--- src/cfp_pkg.sv ---
package cfp_pkg;

    // Default width of the packet age counter.
    localparam int AGE_BITS_DEF = 16;

    // Entries in the queue between the frame parser and the result stage.
    localparam int QUEUE_DEPTH_DEF = 4;

    // Field widths.
    localparam int BYTE_W    = 8;
    localparam int PAYLOAD_N = 5;
    localparam int PAYLOAD_W = BYTE_W * PAYLOAD_N;
    localparam int TOUT_W    = 16;
    localparam int CFG_ADDR_W = 3;
    localparam int CFG_DATA_W = 16;
    localparam int S_TDATA_W  = 8;
    localparam int M_TDATA_W  = 48;

    // Configuration register indexes.
    localparam logic [CFG_ADDR_W-1:0] CFG_HEADER_FIRST     = 3'd0;
    localparam logic [CFG_ADDR_W-1:0] CFG_HEADER_SECOND    = 3'd1;
    localparam logic [CFG_ADDR_W-1:0] CFG_CALIBRATE_CODE   = 3'd2;
    localparam logic [CFG_ADDR_W-1:0] CFG_FAILSAFE_TIMEOUT = 3'd3;
    localparam logic [CFG_ADDR_W-1:0] CFG_TELEMETRY_DELAY  = 3'd4;

    // Reset values of the configuration registers.
    localparam logic [TOUT_W-1:0] TIMEOUT_RST = 16'd1000;
    localparam logic [BYTE_W-1:0] TELEM_RST   = 8'd30;

    // Input item kinds carried in tuser.
    localparam logic ACT_BYTE = 1'b0;
    localparam logic ACT_TICK = 1'b1;

    // Frame positions.
    localparam logic [2:0] POS_HEADER1  = 3'd0;
    localparam logic [2:0] POS_HEADER2  = 3'd1;
    localparam logic [2:0] POS_PAYLOAD0 = 3'd2;
    localparam logic [2:0] POS_CHECKSUM = 3'd7;

    typedef enum logic [1:0] {
        EV_COMMAND   = 2'd0,
        EV_CALIBRATE = 2'd1,
        EV_TELEMETRY = 2'd2,
        EV_FAILSAFE  = 2'd3
    } cfp_event_t;

    // All results caused by one input item.
    typedef struct packed {
        logic                 two_res;
        cfp_event_t           ev0;
        cfp_event_t           ev1;
        logic [PAYLOAD_W-1:0] payload;
    } cfp_bundle_t;

endpackage

--- src/cfp_front.sv ---
module cfp_front
    import cfp_pkg::*;
#(
    parameter int AGE_BITS = AGE_BITS_DEF
) (
    input  logic                  aclk,
    input  logic                  aresetn,
    input  logic                  cfg_we,
    input  logic [CFG_ADDR_W-1:0] cfg_addr,
    input  logic [CFG_DATA_W-1:0] cfg_wdata,
    input  logic                  in_accept,
    input  logic                  in_action,
    input  logic [BYTE_W-1:0]     in_byte,
    output logic                  push,
    output cfp_bundle_t           push_data
);

    localparam int CMP_W = (AGE_BITS > TOUT_W) ? AGE_BITS : TOUT_W;

    logic [BYTE_W-1:0]   hdr1_reg, hdr2_reg, cal_reg, delay_reg;
    logic [TOUT_W-1:0]   timeout_reg;
    logic [2:0]          pos_reg, pos_next;
    logic [BYTE_W-1:0]   pl_reg [PAYLOAD_N];
    logic [AGE_BITS-1:0] age_reg, age_next, age_inc;
    logic [BYTE_W-1:0]   cd_reg, cd_next, cd_dec;
    logic                pend_reg, pend_next;
    logic                fs_reg, fs_next;
    logic                pl_we;
    logic [2:0]          pl_idx;
    logic [BYTE_W-1:0]   sum;
    logic                frame_ok;
    logic                telem_fire, fs_fire;

    // Configuration writes.
    always_ff @(posedge aclk) begin
        if (!aresetn) begin
            hdr1_reg    <= '0;
            hdr2_reg    <= '0;
            cal_reg     <= '0;
            timeout_reg <= TIMEOUT_RST;
            delay_reg   <= TELEM_RST;
        end else if (cfg_we) begin
            unique case (cfg_addr)
                CFG_HEADER_FIRST:     hdr1_reg    <= cfg_wdata[BYTE_W-1:0];
                CFG_HEADER_SECOND:    hdr2_reg    <= cfg_wdata[BYTE_W-1:0];
                CFG_CALIBRATE_CODE:   cal_reg     <= cfg_wdata[BYTE_W-1:0];
                CFG_FAILSAFE_TIMEOUT: timeout_reg <= cfg_wdata[TOUT_W-1:0];
                CFG_TELEMETRY_DELAY:  delay_reg   <= cfg_wdata[BYTE_W-1:0];
                default: ;
            endcase
        end
    end

    // Checksum over the stored payload and tick arithmetic.
    always_comb begin
        sum = '0;
        for (int i = 0; i < PAYLOAD_N; i++) begin
            sum = sum ^ pl_reg[i];
        end
        age_inc    = (age_reg == '1) ? age_reg : age_reg + 1'b1;
        cd_dec     = (cd_reg != '0) ? cd_reg - 1'b1 : cd_reg;
        frame_ok   = (sum == in_byte);
        telem_fire = pend_reg && (cd_dec == '0);
        fs_fire    = (CMP_W'(age_inc) > CMP_W'(timeout_reg)) && !fs_reg;
        pl_idx     = pos_reg - POS_PAYLOAD0;
    end

    // Next state and the bundle of results for the accepted item.
    always_comb begin
        pos_next  = pos_reg;
        age_next  = age_reg;
        cd_next   = cd_reg;
        pend_next = pend_reg;
        fs_next   = fs_reg;
        pl_we     = 1'b0;
        push      = 1'b0;
        push_data = '{two_res: 1'b0, ev0: EV_COMMAND, ev1: EV_COMMAND, payload: '0};
        if (in_accept) begin
            if (in_action == ACT_TICK) begin
                age_next = age_inc;
                if (pend_reg) begin
                    cd_next = cd_dec;
                end
                if (telem_fire) begin
                    pend_next = 1'b0;
                end
                if (fs_fire) begin
                    fs_next = 1'b1;
                end
                push              = telem_fire || fs_fire;
                push_data.two_res = telem_fire && fs_fire;
                push_data.ev0     = telem_fire ? EV_TELEMETRY : EV_FAILSAFE;
                push_data.ev1     = EV_FAILSAFE;
            end else begin
                unique case (pos_reg)
                    POS_HEADER1: begin
                        if (in_byte == hdr1_reg) begin
                            pos_next = POS_HEADER2;
                        end
                    end
                    POS_HEADER2: begin
                        pos_next = (in_byte == hdr2_reg) ? POS_PAYLOAD0 : POS_HEADER1;
                    end
                    POS_CHECKSUM: begin
                        pos_next = POS_HEADER1;
                        if (frame_ok) begin
                            age_next          = '0;
                            fs_next           = 1'b0;
                            push              = 1'b1;
                            push_data.payload = {pl_reg[4], pl_reg[3], pl_reg[2],
                                                 pl_reg[1], pl_reg[0]};
                            if (pl_reg[4] == cal_reg) begin
                                push_data.ev0 = EV_CALIBRATE;
                            end else begin
                                push_data.ev0 = EV_COMMAND;
                                cd_next       = delay_reg;
                                pend_next     = 1'b1;
                            end
                        end
                    end
                    default: begin
                        pl_we    = 1'b1;
                        pos_next = pos_reg + 1'b1;
                    end
                endcase
            end
        end
    end

    // Parser and timer state.
    always_ff @(posedge aclk) begin
        if (!aresetn) begin
            pos_reg  <= POS_HEADER1;
            age_reg  <= '0;
            cd_reg   <= '0;
            pend_reg <= 1'b0;
            fs_reg   <= 1'b0;
        end else begin
            pos_reg  <= pos_next;
            age_reg  <= age_next;
            cd_reg   <= cd_next;
            pend_reg <= pend_next;
            fs_reg   <= fs_next;
        end
    end

    // Payload byte store.
    always_ff @(posedge aclk) begin
        if (pl_we) begin
            pl_reg[pl_idx] <= in_byte;
        end
    end

    // A frame never produces two results.
    a_frame_single: assert property (@(posedge aclk) disable iff (!aresetn)
        (push && in_action == ACT_BYTE) |-> !push_data.two_res)
        else $error("frame produced two results");

    // A failsafe result always leaves the failsafe flag set.
    a_fs_flag: assert property (@(posedge aclk) disable iff (!aresetn)
        (push && in_action == ACT_TICK &&
         (push_data.ev0 == EV_FAILSAFE || push_data.two_res)) |=> fs_reg)
        else $error("failsafe result without failsafe flag");

endmodule

--- src/cfp_queue.sv ---
module cfp_queue
    import cfp_pkg::*;
#(
    parameter int DEPTH = QUEUE_DEPTH_DEF
) (
    input  logic        aclk,
    input  logic        aresetn,
    input  logic        push,
    input  cfp_bundle_t push_data,
    input  logic        pop,
    output cfp_bundle_t head,
    output logic        full,
    output logic        empty
);

    localparam int PTR_W = (DEPTH > 1) ? $clog2(DEPTH) : 1;
    localparam int CNT_W = $clog2(DEPTH + 1);

    cfp_bundle_t        mem [DEPTH];
    logic [PTR_W-1:0]   wr_reg, rd_reg;
    logic [CNT_W-1:0]   cnt_reg;

    assign full  = (cnt_reg == CNT_W'(DEPTH));
    assign empty = (cnt_reg == '0);
    assign head  = mem[rd_reg];

    // Pointers and fill count.
    always_ff @(posedge aclk) begin
        if (!aresetn) begin
            wr_reg  <= '0;
            rd_reg  <= '0;
            cnt_reg <= '0;
        end else begin
            if (push) begin
                wr_reg <= (wr_reg == PTR_W'(DEPTH - 1)) ? '0 : wr_reg + 1'b1;
            end
            if (pop) begin
                rd_reg <= (rd_reg == PTR_W'(DEPTH - 1)) ? '0 : rd_reg + 1'b1;
            end
            if (push && !pop) begin
                cnt_reg <= cnt_reg + 1'b1;
            end else if (pop && !push) begin
                cnt_reg <= cnt_reg - 1'b1;
            end
        end
    end

    // Entry storage.
    always_ff @(posedge aclk) begin
        if (push) begin
            mem[wr_reg] <= push_data;
        end
    end

    a_no_overflow: assert property (@(posedge aclk) disable iff (!aresetn)
        !(push && full))
        else $error("queue overflow");

    a_no_underflow: assert property (@(posedge aclk) disable iff (!aresetn)
        !(pop && empty))
        else $error("queue underflow");

endmodule

--- src/cfp_back.sv ---
module cfp_back
    import cfp_pkg::*;
(
    input  logic                 aclk,
    input  logic                 aresetn,
    input  cfp_bundle_t          head,
    input  logic                 empty,
    output logic                 pop,
    output logic                 m_tvalid,
    input  logic                 m_tready,
    output logic [M_TDATA_W-1:0] m_tdata,
    output logic                 m_tlast
);

    logic       sub_reg, sub_next;
    logic       out_accept;
    cfp_event_t ev;

    // Pick the first or second result of the head bundle.
    always_comb begin
        ev         = sub_reg ? head.ev1 : head.ev0;
        m_tvalid   = !empty;
        m_tlast    = sub_reg || !head.two_res;
        m_tdata    = M_TDATA_W'({head.payload, ev});
        out_accept = m_tvalid && m_tready;
        pop        = out_accept && m_tlast;
        sub_next   = sub_reg;
        if (out_accept) begin
            sub_next = !m_tlast;
        end
    end

    always_ff @(posedge aclk) begin
        if (!aresetn) begin
            sub_reg <= 1'b0;
        end else begin
            sub_reg <= sub_next;
        end
    end

    // The second result of a bundle is only reached in a two-result bundle.
    a_sub_two: assert property (@(posedge aclk) disable iff (!aresetn)
        sub_reg |-> (head.two_res && !empty))
        else $error("second result selected without two results");

endmodule

--- src/command_frame_parser_failsafe.sv ---
// Channel   Direction  Ports                    Contents
// s_        in         s_tvalid/s_tready        tuser: action; tdata: rx_byte
// m_        out        m_tvalid/m_tready        tdata: event_res, pitch, roll, yaw,
//                                               thrust, mode; tlast: last
// cfg_      in         cfg_we/cfg_addr/wdata    register writes, no read-back
//
// An input transaction is taken every cycle while the result queue has room.
// Its results are registered in the result queue and leave on the master side, one per cycle
// while m_tready is high; a tick that causes both telemetry and failsafe sends two results.
// The sustained rate is one item per cycle, limited by the output port when
// items produce two results. Reset needs no clearing pass.
// Master-side stalls fill the queue of QUEUE_DEPTH bundles, then s_tready drops.
module command_frame_parser_failsafe
    import cfp_pkg::*;
#(
    parameter int AGE_BITS    = AGE_BITS_DEF,
    parameter int QUEUE_DEPTH = QUEUE_DEPTH_DEF
) (
    input  logic                  aclk,
    input  logic                  aresetn,
    input  logic                  cfg_we,
    input  logic [CFG_ADDR_W-1:0] cfg_addr,
    input  logic [CFG_DATA_W-1:0] cfg_wdata,
    input  logic                  s_tvalid,
    output logic                  s_tready,
    input  logic [S_TDATA_W-1:0]  s_tdata,   // [7:0] rx_byte
    input  logic                  s_tuser,   // [0] action
    output logic                  m_tvalid,
    input  logic                  m_tready,
    output logic [M_TDATA_W-1:0]  m_tdata,   // [1:0] event_res, [9:2] pitch,
                                             // [17:10] roll, [25:18] yaw,
                                             // [33:26] thrust, [41:34] mode
    output logic                  m_tlast
);

    logic        in_accept;
    logic        push, pop, full, empty;
    cfp_bundle_t push_data, head;

    assign s_tready  = !full;
    assign in_accept = s_tvalid && s_tready;

    cfp_front #(
        .AGE_BITS (AGE_BITS)
    ) u_front (
        .aclk      (aclk),
        .aresetn   (aresetn),
        .cfg_we    (cfg_we),
        .cfg_addr  (cfg_addr),
        .cfg_wdata (cfg_wdata),
        .in_accept (in_accept),
        .in_action (s_tuser),
        .in_byte   (s_tdata[BYTE_W-1:0]),
        .push      (push),
        .push_data (push_data)
    );

    cfp_queue #(
        .DEPTH (QUEUE_DEPTH)
    ) u_queue (
        .aclk      (aclk),
        .aresetn   (aresetn),
        .push      (push),
        .push_data (push_data),
        .pop       (pop),
        .head      (head),
        .full      (full),
        .empty     (empty)
    );

    cfp_back u_back (
        .aclk     (aclk),
        .aresetn  (aresetn),
        .head     (head),
        .empty    (empty),
        .pop      (pop),
        .m_tvalid (m_tvalid),
        .m_tready (m_tready),
        .m_tdata  (m_tdata),
        .m_tlast  (m_tlast)
    );

endmodule

--- config.mk ---
export PLATFORM = sky130hd
export DESIGN_NAME = command_frame_parser_failsafe
export DESIGN_NICKNAME = d
export VERILOG_FILES = /design/src/cfp_pkg.sv /design/src/cfp_front.sv /design/src/cfp_queue.sv /design/src/cfp_back.sv /design/src/command_frame_parser_failsafe.sv
export SDC_FILE = /design/constraint.sdc
export NUM_CORES = 1
export LEC_CHECK = 0
export BUFFER_PORTS_ARGS = -buffer_cell sky130_fd_sc_hd__buf_4
export CAP_MARGIN = 10
export CORE_UTILIZATION = 29
export CTS_CLUSTER_DIAMETER = 120
export CTS_CLUSTER_SIZE = 10
export DETAILED_ROUTE_END_ITERATION = 8
export GPL_TIMING_DRIVEN = 1
export HOLD_SLACK_MARGIN = 0.08
export SYNTH_ARGS = -nofsm -noshare
export SYNTH_HDL_FRONTEND = slang
export SYNTH_HIERARCHICAL = 1
export SYNTH_SLANG_ARGS = --single-unit
--- constraint.sdc ---
create_clock -name aclk -period 6.3 [get_ports aclk]
set_clock_uncertainty 0.2 [all_clocks]
set_input_delay 0.63 -clock aclk [delete_from_list [all_inputs] [get_ports aclk]]
set_output_delay 0.63 -clock aclk [all_outputs]
set_load 0.1 [all_outputs]
After elaboration in Yosys (flattened, before gate mapping). Memory sizes are Yosys's and may differ from the RTL's. A register that Yosys moved wholly into a read port is not among the register bits. Cells that the tools add are included.

Memories kept: 2. Output and inout port bits: 51. Word-level logic and storage cells: 136. Memory bits (writable): 220. Input port bits: 33. Bits in registers: 85.

Equal/unequal tests: 19. Bitwise logic cells: 5. Magnitude comparators: 1. Reductions and logical operators: 36. Muxes and demuxes: 51. Add/sub/neg operators: 8.

Memory list: u_queue.mem (depth 4, bits a word 45, rd ports 1, clocked after Yosys merged registers in 1, write ports 1, line cfp_queue.sv:19) `cfp_bundle_t mem [DEPTH];`; u_front.pl_reg (depth 5, bits a word 8, rd ports 5, clocked after Yosys merged registers in 0, write ports 1, line cfp_front.sv:23) `logic [BYTE_W-1:0] pl_reg [PAYLOAD_N];`.

Operators with widths (number): 2-to-1 mux 40 bit (3); 2-to-1 mux 16 bit (4); 2-to-1 mux 8 bit (6); 2-to-1 mux 45 bit (1); equality test 8 bit (4); XOR 8 bit (4); 2-to-1 mux 1 bit (23); 2-to-1 mux 2 bit (10); adder 16 x 1 -> 16 bit, second input constant (1); equality test 16 bit, second input constant (1); > comparator 16 bit (1); AND reduction 2 bit (5); AND reduction 5 bit (2); equality test 3 bit, second input constant (3); logical NOT 3 bit (3); 2-to-1 mux 3 bit (3); case mux 3 bit (3 select lines) (1); logical AND 1 bit (8); logical NOT 8 bit (1); != test 2 x 1 -> 1 bit, second input constant (4); nonzero test 8 bit (1); subtractor 8 x 1 -> 8 bit, second input constant (1); logical NOT 1 bit (7); adder 3 x 1 -> 3 bit, second input constant (2); other kinds (13) (21).

Logic depth before layout (Yosys ltp). Gate-level depths: netlist (run 1). An unclocked memory read counts as a cell.

Depth in word-level cells: 14. Mapped depth: 21. Gate-level depth less buffers: 20.

Hierarchy. The synthesis (run 1) kept the hierarchy.

By module, submodules not included: cfp_queue (times used 1, area each 7011.7 sq um, sequential area each 5585.4 sq um, cells an instance 279); cfp_front (times used 1, area each 6274.8 sq um, sequential area each 2742.6 sq um, cells an instance 693); cfp_back (times used 1, area each 451.7 sq um, sequential area each 20.0 sq um, cells an instance 57); command_frame_parser_failsafe (times used 1, area each 10.0 sq um, sequential area each 0.0 sq um, cells an instance 2).

Least setup slack after synthesis (run 1). OpenSTA, ideal clock, no wires.

Path kind: reg-to-reg. From: register u_front.age_reg[7]. To: memory u_queue/mem[0][0] (netlist bit) (enable). Library setup time: 0.407 ns. Buffers on the path: 1. Path slack: 1.497 ns. Cell stages (with the launch flop): 16. Required time: 5.693 ns. Period minus slack after synthesis: 4.803 ns. Data arrival time: 4.196 ns. Path through: dfxtp_1 -> clkbuf_1 -> nand4_1 -> or3_1 -> nor2_1 -> nor2_1 -> xor2_1 -> ha_1 -> nand2_1 -> o21bai_1 -> a21oi_1 -> o211ai_1 -> a31oi_1 -> nand2b_1 -> a31oi_1 -> and2_1.

Longest elaborated chain between the ends: 9. Elaborated cells between the ends (all ways): 10. Classes of those cells: 1 x add/sub; 1 x order compare; 1 x eq/ne; 5 x mux; 2 x reduce/logical.

Ends and longest elaborated chain: from (decl) (line cfp_front.sv:24) `logic [AGE_BITS-1:0] age_reg, age_next, age_inc;`; from (signal assigned) (line cfp_front.sv:140) `age_reg <= age_next;`; adder 16 x 1 -> 16 bit / equality test 16 bit (equally long branches) (line cfp_front.sv:60) `age_inc = (age_reg == '1) ? age_reg : age_reg + 1'b1;`; 2-to-1 mux 16 bit (*) (line cfp_front.sv:60); > comparator 16 bit (*) (line cfp_front.sv:64) `fs_fire = (CMP_W'(age_inc) > CMP_W'(timeout_reg)) && !fs_reg;`; logical AND 1 bit (*) (line cfp_front.sv:64); logical OR 1 bit (*) (line cfp_front.sv:90) `push = telem_fire || fs_fire;`; 2-to-1 mux 1 bit (*) (line cfp_front.sv:79) `if (in_action == ACT_TICK) begin`; 2-to-1 mux 1 bit (*) (line cfp_front.sv:78) `if (in_accept) begin`; named net push (line command_frame_parser_failsafe.sv:37) `logic push, pop, full, empty;`; 2-to-1 mux 1 bit (*) (line cfp_queue.sv:50) `if (push) begin`; 2-to-1 mux 1 bit (implied by the code) (*) (line cfp_queue.sv:51) `mem[wr_reg] <= push_data;`; to (decl) (line cfp_queue.sv:19).

The timed path passes the listed nets; every way through them passes the cells marked *.

Worst setup path in the final report (run 1).
From: register u_front.age_reg[11]. To: register u_queue.cnt_reg[2].

Longest elaborated chain between the ends: 10. Elaborated cells between the ends (all ways): 13. Classes of those cells: 1 x add/sub; 1 x order compare; 1 x eq/ne; 4 x mux; 6 x reduce/logical.

Ends and longest elaborated chain: adder 16 x 1 -> 16 bit / equality test 16 bit (equally long branches) (line cfp_front.sv:60); 2-to-1 mux 16 bit (*) (line cfp_front.sv:60); > comparator 16 bit (*) (line cfp_front.sv:64); logical AND 1 bit (*) (line cfp_front.sv:64); logical OR 1 bit (*) (line cfp_front.sv:90); 2-to-1 mux 1 bit (*) (line cfp_front.sv:79); 2-to-1 mux 1 bit (*) (line cfp_front.sv:78); named net push (line command_frame_parser_failsafe.sv:37); logical NOT 1 bit (line cfp_queue.sv:42) `end else if (pop && !push) begin`; logical AND 1 bit (line cfp_queue.sv:42); nonzero test 2 bit (no line); to (signal assigned) (line cfp_queue.sv:41) `cnt_reg <= cnt_reg + 1'b1;`; to (signal assigned) (line cfp_queue.sv:43) `cnt_reg <= cnt_reg - 1'b1;`; to (decl) (line cfp_queue.sv:21) `logic [CNT_W-1:0] cnt_reg;`.

Marks and branches as above. A chain may end at the register's enable or synchronous reset.

==> results.yml, run 1 <==
run_status:
  outcome: "complete, but fails checks"
  violations: "design-rule violations"
clocking:
  cts_sinks: 307
  cts_resized: 0
  cts_tree: "done"
  cts.path.max_buffers: 3
  htree_levels: 2
  cts_root_buffer: "clkbuf_16"
  cts_setup_buffers: 0
  cts.clk_slew.worst_paths_ps: 60
  numCtsBuffers: 36
  ctsHoldBuffers: 0
  clk_latency_ps: 530
critical_path:
  r2r_slack_ps: 1110
  startpoint_type: "flip-flop"
  cp_data_required_time_ps: 6560
  worstPathArrival_ps: 5450
  crit_path_end_kind: "flip-flop"
  crit_end: "u_queue/cnt_reg[2]$_SDFFE_PN0P_"
  r2r-start: "u_front/age_reg[11]$_SDFFE_PN0P_"
  r2r_end: "u_queue/cnt_reg[2]$_SDFFE_PN0P_"
  crit_path_start: "u_front/age_reg[11]$_SDFFE_PN0P_"
  crit_type: "flip-flop to flip-flop"
  reg2regPathDepth: 19
  critPathMaxFanout: 7
placement:
  place_area_um2: 14600
  dp_slack_ps: 1140
  gp_congestion: 0.803
  dpl.hpwl_um: 18800
  io_buffers: 77
timing:
  final-setup-viol-count: 0
  max_freq_ghz: 0.193
  relSlewSlack_pct: 39.7
  worst_pin_slew_ps: 905
  rsz0062_at_grt: "no"
  fin_crit_sh_pct: 82.4
  setup_ws_ps: 1110
  setup_tns_ps: 0
  maxSlewViolCount: 0
  min_period_ps: 5190
  worst_hold_slack_ps: 138
  hold_viol_final: 0
routing:
  wirelength_um: 28900
  drc: 19
  viasPerCell: 4.61
  num_vias: 7797
  routedWlPerCell_um: 17.1
  postRouteAntennaNets: 0
  drtIter0Drc: 404
  dr.pass1.iters: 7
worst_hold_path:
  hp-class: "primary input to flip-flop"
die:
  die_w_um: 220
  die_h_um: 220
  dieArea_um2: 48300
  pin_count: 84
  initial_utilization_pct: 29.5
  core_area_um2: 46700
  rows: 79
yosys:
  ys_types: 69
  synth_top_family_by_area: "simple AND/OR/NAND/NOR gates"
  synth_xor_area_share_pct: 5.41
  synth.cell_area_um2: 13700
  synth_seq_area_share_pct: 60.7
  synth-main-ff-cell: "edfxtp_1"
  yosys_register_bits: 307
  synthAdderAreaFrac_pct: 2.78
  async_flop_share_pct: 0
  synth.area.mux_share_pct: 8.24
  synthSimpleGateAreaFrac_pct: 11.0
  yosys_warnings: 6
  synth_cells: 1031
  synth_edf_count: 220
  avgSynthCellArea_um2: 13.3
  synth-compound-area-share_pct: 6.36
global_routing:
  first_global_vias: 7894
  grt_max_degree: 49
  grt_pass1_wl_um: 45300
  grt_antenna_before_repair: 0
  grt.total_usage_pct: 12.1
  grt_overflow: 0
finish:
  syn2layout_area_growth_pct: 13.2
  final_cell_mix: "220 x edfxtp_1, 119 x nand2_1, 85 x dfxtp_1"
  largest_reg_flops: 180
  final_common_cell: "edfxtp_1"
  nets: 1132
  final_cell_area_um2: 15600
  drive_gt1_share_pct: 17.2
  antenna_cells: 0
  fin_util_pct: 33.4
job:
  maxCapViolCount: 0
power_and_ir_drop:
  power.leakage_nw: 5.58
  ir_drop_mv: 0.152
  pwr_density_cell_nw_per_um2: 321
worst min-delay path by stage:
stage,start,endpoint,slack (ps),depth (start not counted)
3_5_place_dp,u_front/timeout_reg[14]$_SDFFE_PN0P_,u_front/timeout_reg[14]$_SDFFE_PN0P_,250,2
2_1_floorplan,u_front/delay_reg[5]$_SDFFE_PN0P_,u_front/delay_reg[5]$_SDFFE_PN0P_,240,2
4_1_cts,cfg_wdata[9],u_front/timeout_reg[9]$_SDFFE_PN1P_,120,3
3_3_place_gp,u_front/delay_reg[6]$_SDFFE_PN0P_,u_front/delay_reg[6]$_SDFFE_PN0P_,250,2
5_1_grt,cfg_wdata[9],u_front/timeout_reg[9]$_SDFFE_PN1P_,130,3
6_report,cfg_wdata[9],u_front/timeout_reg[9]$_SDFFE_PN1P_,140,3
stage by stage:
stage,cells,total power [W]
after floorplan,1036,0.00311
after global placement,1638,0.00323
after detailed placement,1638,0.00323
after CTS,1693,0.00507
after global routing,1693,0.00519
final,1693,0.00500
area by class of cell:
cell class | instances | area [um2]
Inverter | 37 | 139
Tap cell | 607 | 759
Timing Repair Buffer | 84 | 631
Fill cell | 4618 | 31100
Sequential cell | 307 | 8350
Clock buffer | 51 | 957
Multi-Input combinational cell | 603 | 4670
Clock inverter | 4 | 50.0
per-layer routing:
| layer | vias to the layer above | wire (um) | track usage, % |
|---|---|---|---|
| li1 | 3764 | - | - |
| met1 | 3847 | 13600 | 16.9 |
| met2 | 142 | 13400 | 19.0 |
| met3 | 44 | 1350 | 2.47 |
| met4 | 0 | 557 | 3.70 |
| met5 | - | 0 | 0 |
Yosys cell counts, drive strengths merged (2+ instances only):
cell      n  area (um2)
edfxtp  220        6610
nand2   119         447
dfxtp    87        1740
buf      63         519
a21oi    56         280
and2     48         300
mux4     45        1030
nor2     44         165
inv      37         139
xnor2    35         314
xor2     31         272
ha       29         363
clkbuf   26        98.8
o21ai    24         124
nand3    23         115
nor2b    13        86.3
o211ai   12        90.1
nor3     11        55.1
and3      9        56.3
nand4     8        65.1
o31ai     8        60.1
nor4      7        58.8
xnor3     7         158
a22o      6        52.6
a31oi     6        37.5
nand2b    6        45.0
mux2      5        60.1
mux2i     4        40.0
a21o      3        22.5
and4      3        26.3
nand3b    3        22.5
o21a      3        22.5
or3       3        18.8
a211oi    2        15.0
a221oi    2        35.0
a31o      2        17.5
nor3b     2        15.0
o211a     2        20.0
o221ai    2        17.5
o22ai     2        12.5
or2       2        12.5
worst max-delay path: stages (launching register included):
cell,delay (ps)
dfxtp_1,400
nand2_1,140
or2_2,350
o31ai_1,440
nor2_1,150
xor2_1,180
ha_1,310
nand2_1,60
o21ai_0,260
a221oi_1,140
mux2_2,280
a31oi_1,310
nand2b_1,100
a31oi_1,480
ha_1,280
inv_1,60
fa_1,370
xor2_1,160
or3_1,300
a21boi_0,150
cell families after synthesis:
| logic type | count (synthesis) |
|---|---|
| buf+inv | 126 |
| fa+ha+maj | 30 |
| simple gates | 303 |
| mux | 54 |
| flops | 307 |
| other cells | 1 |
| compound gates | 137 |
| xor+xnor | 73 |
power by group:
group          internal, W  switching [W]  total [W]
Sequential         0.00219      0.0000259    0.00222
Combinational     0.000261       0.000694   0.000955
Clock              0.00106       0.000774    0.00183
Total              0.00351        0.00149    0.00500
No activity file was read; power rests on OpenSTA's default activity.
==> run 2, diff against run 1 <==
==> constraint.sdc (replaced) <==
create_clock -name aclk -period 4.8 [get_ports aclk]
set_clock_uncertainty 0.2 [all_clocks]
set_input_delay 0.48 -clock aclk [delete_from_list [all_inputs] [get_ports aclk]]
set_output_delay 0.48 -clock aclk [all_outputs]
set_load 0.1 [all_outputs]
==> run 2 against run 1 <==
The run still ends with design-rule violations left. Critical path depth unchanged. Die area unchanged. Cell count increased by 2.2%. Wire length increased by 3.8%. Sequential share of layout area decreased by 1.4 points. Via count increased by 3.7%. Clock power increased by 30%. Critical path type unchanged. Highest routed layer unchanged.
==> results.yml, run 2 (synthesis gave the netlist of run 1 again) <==
clocking:
  cts.path.max_buffers: 3
  cts_root_buffer: "clkbuf_16"
  cts_tree: "done"
  htree_levels: 2
  cts_sinks: 307
  numCtsBuffers: 36
  clk_latency_ps: 520
  cts.clk_slew.worst_paths_ps: 60
finish:
  final_common_cell: "edfxtp_1"
  register_area_um2: 8350
  largest_reg_flops: 180
  nets: 1172
  multi_input_area_um2: 4700
  syn2layout_area_growth_pct: 16.3
  final_cell_area_um2: 16000
  final_cells: 1731
  fillers: 4574
  drive_gt1_share_pct: 18.6
  final_cell_mix: "220 x edfxtp_1, 119 x nand2_1, 95 x buf_4"
  antenna_cells: 0
placement:
  io_buffers: 77
  dpl.hpwl_um: 20200
  dp_slack_ps: 57.1
  place_area_um2: 14700
  gp_congestion: 0.822
  dpl.cell_count: 1654
timing:
  setup_ws_ps: 201
  min_period_ps: 4600
  maxSlewViolCount: 0
  final-setup-viol-count: 0
  max_freq_ghz: 0.217
  relSlewSlack_pct: 40.1
  fin_crit_sh_pct: 95.8
  hold_viol_final: 0
  worst_pin_slew_ps: 898
routing:
  dr.pass1.iters: 7
  drc: 10
  viasPerCell: 4.67
  routedWlPerCell_um: 17.3
  wirelength_um: 30000
  num_vias: 8089
  postRouteAntennaNets: 0
  drtIter0Drc: 562
die:
  die_w_um: 220
  rows: 79
  dieArea_um2: 48300
  initial_utilization_pct: 29.5
  die_h_um: 220
  pin_count: 84
  core_area_um2: 46700
critical_path:
  critPathMaxFanout: 5
  crit_chain: "nand2_1 > or2_2 > o31ai_2 > nor2_1 > xor2_1 > ha_1 > nand2_1 > o21ai_1 > a221oi_1 > mux2_2 > a31oi_2 > nand2b_1 > a31oi_2 > ha_1 > inv_1 > fa_1 > xor2_1 > or3_1 > a21boi_0"
  cp_top_family: "compound AO/OA/AOI/OAI gates"
  crit_type: "flip-flop to flip-flop"
  worstPathArrival_ps: 4840
  cp_data_required_time_ps: 5040
  crit_path_end_kind: "flip-flop"
  cp_num_buf_inv: 1
  startpoint_type: "flip-flop"
  cpMaxStageDelayCell: "dfxtp_1"
  critical-path-max-stage-delay_ps: 400
global_routing:
  grt_max_degree: 49
  grt_pass1_wl_um: 46600
  grt.total_usage_pct: 12.5
  grt_antenna_before_repair: 0
  grt_overflow: 0
  first_global_vias: 8141
power_and_ir_drop:
  internal_power_w: 0.00461
  ir_drop_mv: 0.217
  pwr-share-seq_pct: 44.3
  power.leakage_nw: 5.77
  power_switching_w: 0.00197
  switching_share_pct: 29.9
  power_frac_comb_pct: 19.5
  power.share.clock_pct: 36.2
  pwr_density_cell_nw_per_um2: 411
  p_total_w: 0.00657
job:
  maxCapViolCount: 0
run_status:
  outcome: "complete, but fails checks"
  violations: "design-rule violations"
worst_hold_path:
  hp-class: "primary input to flip-flop"
-- run 2: worst register-to-register path, cell delays in order (launching register included) --
cell      delay [ps]
dfxtp_1          400
nand2_1          150
or2_2            370
o31ai_2          290
nor2_1           110
xor2_1           160
ha_1             310
nand2_1           70
o21ai_1          190
a221oi_1         140
mux2_2           300
a31oi_2          230
nand2b_1         100
a31oi_2          230
ha_1             210
inv_1             60
fa_1             370
xor2_1           160
or3_1            310
a21boi_0         160
-- run 2: stage by stage --
| stage | util [%] | hold slack [ps] | setup TNS [ps] |
|---|---|---|---|
| after floorplan | - | 236 | 0 |
| after global placement | 31.6 | 245 | 0 |
| after detailed placement | 31.6 | 247 | 0 |
| after CTS | 34.2 | 149 | 0 |
| after global routing | 34.3 | 166 | -22.1 |
| final | 34.3 | 163 | 0 |
-- run 2: final cells by class --
class / instances / share of cell area (%)
flip-flops and latches: 307 / 52.2
well taps: 607 / 4.75
multi-input cells: 603 / 29.4
clock inverters: 3 / 0.188
repair buffers: 124 / 6.59
inverters: 37 / 0.869
clock buffers: 50 / 5.96
-- run 2: metal layers --
metal / part of all wire (%) / GRT usage (%) / wire length (um) / vias to the layer above
li1: - / - / - / 3853
met1: 46 / 17.0 / 13900 / 4020
met2: 47 / 20.5 / 14200 / 179
met3: 4.8 / 2.08 / 1430 / 37
met4: 1.7 / 3.45 / 501 / 0
met5: 0 / 0 / 0 / -
-- run 2: final timing paths --
kind,slack (ps),cells past startpoint,end,from
min reg2reg,260,2,u_front/timeout_reg[4]$_SDFFE_PN0P_,u_front/timeout_reg[4]$_SDFFE_PN0P_
max,200,19,u_queue/cnt_reg[2]$_SDFFE_PN0P_,u_front/age_reg[11]$_SDFFE_PN0P_
min,160,2,u_front/delay_reg[1]$_SDFFE_PN1P_,aresetn
max reg2reg,200,19,u_queue/cnt_reg[2]$_SDFFE_PN0P_,u_front/age_reg[11]$_SDFFE_PN0P_
-- run 2: repair_timing --
action,CTS,global route
hold buffers,24,0
setup buffers,0,0
endpoints found under the hold margin,84,0
resized for setup,0,8
setup endpoints to repair,0,72
-- run 2: power groups by stage --
stage | logic, W | registers (W) | clock network (W)
after floorplan | 0.00113 | 0.00295 | 0
after global placement | 0.00128 | 0.00296 | 0
after detailed placement | 0.00128 | 0.00296 | 0
after CTS | 0.00130 | 0.00291 | 0.00245
after global routing | 0.00135 | 0.00292 | 0.00255
final | 0.00128 | 0.00291 | 0.00238
==> run 3, diff against run 2 <==
--- a/config.mk
+++ b/config.mk
@@ -7,12 +7,15 @@
 export LEC_CHECK = 0
 export BUFFER_PORTS_ARGS = -buffer_cell sky130_fd_sc_hd__buf_4
 export CAP_MARGIN = 10
-export CORE_UTILIZATION = 29
+export CELL_PAD_IN_SITES_DETAIL_PLACEMENT = 1
+export CELL_PAD_IN_SITES_GLOBAL_PLACEMENT = 1
+export CORE_UTILIZATION = 40
 export CTS_CLUSTER_DIAMETER = 120
 export CTS_CLUSTER_SIZE = 10
 export DETAILED_ROUTE_END_ITERATION = 8
 export GPL_TIMING_DRIVEN = 1
-export HOLD_SLACK_MARGIN = 0.08
+export HOLD_SLACK_MARGIN = 0.03
+export PLACE_DENSITY_LB_ADDON = 0.1
 export SYNTH_ARGS = -nofsm -noshare
 export SYNTH_HDL_FRONTEND = slang
 export SYNTH_HIERARCHICAL = 1
==> run 3 against run 2 <==
The run now ends clean. Core utilization increased by 12 points. Largest power group unchanged. Sequential share of layout area increased by 1.2 points. Highest routed layer unchanged. Global-route usage increased by 5.2 points. Cell area decreased by 2.1%. Flip-flop and latch count unchanged. Maximum frequency increased by 2.7%. Setup slack improved by 120 ps. Die area decreased by 27%.
==> results.yml, run 3 (synthesis gave the netlist of run 1 again) <==
power_and_ir_drop:
  pwr_density_cell_nw_per_um2: 419
  power.leakage_nw: 5.68
  ir_drop_mv: 0.259
global_routing:
  grt_pass1_wl_um: 48400
  grt.total_usage_pct: 17.7
  grt_max_degree: 48
  grt_overflow: 0
  first_global_vias: 8445
  grt_antenna_before_repair: 0
placement:
  dp_slack_ps: -9.19
  dpl.hpwl_um: 20300
  io_buffers: 77
  gp_congestion: 0.767
  place_area_um2: 14500
worst_hold_path:
  whs_endpoint: "u_front/delay_reg[6]$_SDFFE_PN0P_"
  hp-class: "primary input to flip-flop"
  whs_path_depth: 3
  worstHoldStart: "cfg_wdata[6]"
critical_path:
  cp_data_required_time_ps: 5040
  crit_path_end_kind: "flip-flop"
  worstPathArrival_ps: 4720
  r2r-start: "u_front/age_reg[0]$_SDFFE_PN0P_"
  startpoint_type: "flip-flop"
  r2r_slack_ps: 320
  crit_type: "flip-flop to flip-flop"
  reg2regPathDepth: 19
  critPathMaxFanout: 6
  r2r_end: "u_queue/cnt_reg[2]$_SDFFE_PN0P_"
timing:
  worst_pin_slew_ps: 814
  final-setup-viol-count: 0
  hold_viol_final: 0
  maxSlewViolCount: 0
  max_freq_ghz: 0.223
  min_period_ps: 4480
  relSlewSlack_pct: 45.7
  setup_tns_ps: 0
  worst_hold_slack_ps: 56.5
  rsz0062_at_grt: "no"
  setup_ws_ps: 321
  fin_crit_sh_pct: 93.3
routing:
  viasPerCell: 5.17
  num_vias: 8017
  routedWlPerCell_um: 19.6
  dr.pass1.iters: 4
  postRouteAntennaNets: 0
  drtIter0Drc: 307
  wirelength_um: 30400
  drc: 0
die:
  die_w_um: 187
  pin_count: 84
  dieArea_um2: 35100
  rows: 67
  initial_utilization_pct: 40.8
  core_area_um2: 33700
  die_h_um: 187
clocking:
  cts_sinks: 307
  clk_latency_ps: 520
  numCtsBuffers: 36
  htree_levels: 2
  cts.path.max_buffers: 3
  cts_tree: "done"
  cts.clk_slew.worst_paths_ps: 60
  cts_root_buffer: "clkbuf_16"
finish:
  largest_reg_flops: 180
  final_cell_area_um2: 15700
  final_cell_mix: "220 x edfxtp_1, 118 x nand2_1, 90 x buf_4"
  fin_util_pct: 46.5
  drive_gt1_share_pct: 19.5
  nets: 1151
  syn2layout_area_growth_pct: 13.9
  antenna_cells: 0
  final_common_cell: "edfxtp_1"
job:
  maxCapViolCount: 0
run_status:
  outcome: "complete, no violations"
==> run 3: cell count changes in the layout (fill, tap and decap cells not counted), moves of 2 or more <==
cell	before	now
buf_4	95	90
clkbuf_1	14	12
dfxtp_1	85	79
dfxtp_2	2	8
dlygate4sd3_1	24	8
ha_1	29	27
ha_2	0	2
==> run 3: critical path, stage by stage, from the launching register on <==
cell and delay [ps]:
dfxtp_2 370, ha_2 220, nand2_2 130, or3_4 390, nor3_2 150, nor2_1 60
a21oi_1 180, ha_1 280, and4_1 210, nand2_1 100, mux2_2 370, a31oi_4 170
nand2b_1 90, a31oi_2 230, ha_2 220, inv_1 50, fa_1 370, xor2_1 170
or3_1 300, a21boi_0 150
==> run 3: worst max-delay path by stage <==
stage / cells past startpoint / slack (ps) / from / endpoint
after global placement: 19 / 240 / u_front/age_reg[0]$_SDFFE_PN0P_ / u_queue/cnt_reg[2]$_SDFFE_PN0P_
final: 19 / 320 / u_front/age_reg[0]$_SDFFE_PN0P_ / u_queue/cnt_reg[2]$_SDFFE_PN0P_
after CTS: 20 / 20 / u_front/age_reg[0]$_SDFFE_PN0P_ / u_queue/cnt_reg[2]$_SDFFE_PN0P_
after floorplan: 20 / 260 / u_front/age_reg[7]$_SDFFE_PN0P_ / u_queue/cnt_reg[2]$_SDFFE_PN0P_
after detailed placement: 20 / -9 / u_front/age_reg[0]$_SDFFE_PN0P_ / u_queue/cnt_reg[2]$_SDFFE_PN0P_
after global routing: 19 / 20 / u_front/age_reg[4]$_SDFFE_PN0P_ / u_queue/cnt_reg[2]$_SDFFE_PN0P_
==> run 3: layer usage <==
layer	wire, um	track usage [%]
met3	1060	2.70
met4	612	5.00
met2	14100	28.4
met1	14600	24.9
met5	0	0
==> run 3: stage by stage <==
stage / total power [W] / std cells
after floorplan: 0.00409 / 1036
after global placement: 0.00422 / 1489
final: 0.00657 / 1550
after CTS: 0.00667 / 1549
after detailed placement: 0.00423 / 1489
after global routing: 0.00682 / 1550
==> run 3: power by group <==
part           total, W  switching [W]  internal, W  leakage, nW
clock network   0.00240        0.00102      0.00138        0.482
logic           0.00125       0.000896     0.000353         2.38
registers       0.00292      0.0000422      0.00288         2.83
total           0.00657        0.00196      0.00460         5.68
==> run 3: area by class of cell <==
cell class	count	area, um2
clock inverter	4	52.6
fill	3428	18000
clock buffer	48	946
multi-input combinational	603	4740
sequential	307	8360
inverter	37	139
tap	448	561
timing repair buffer	103	856
==> run 3: timing repair <==
| action | CTS | global route |
|---|---|---|
| hold buffers | 8 | 0 |
| setup buffers | 0 | 1 |
| resized for setup | 1 | 21 |
| pin swaps | 0 | 2 |
| endpoints found under the hold margin | 8 | 0 |
| setup endpoints to repair | 1 | 53 |
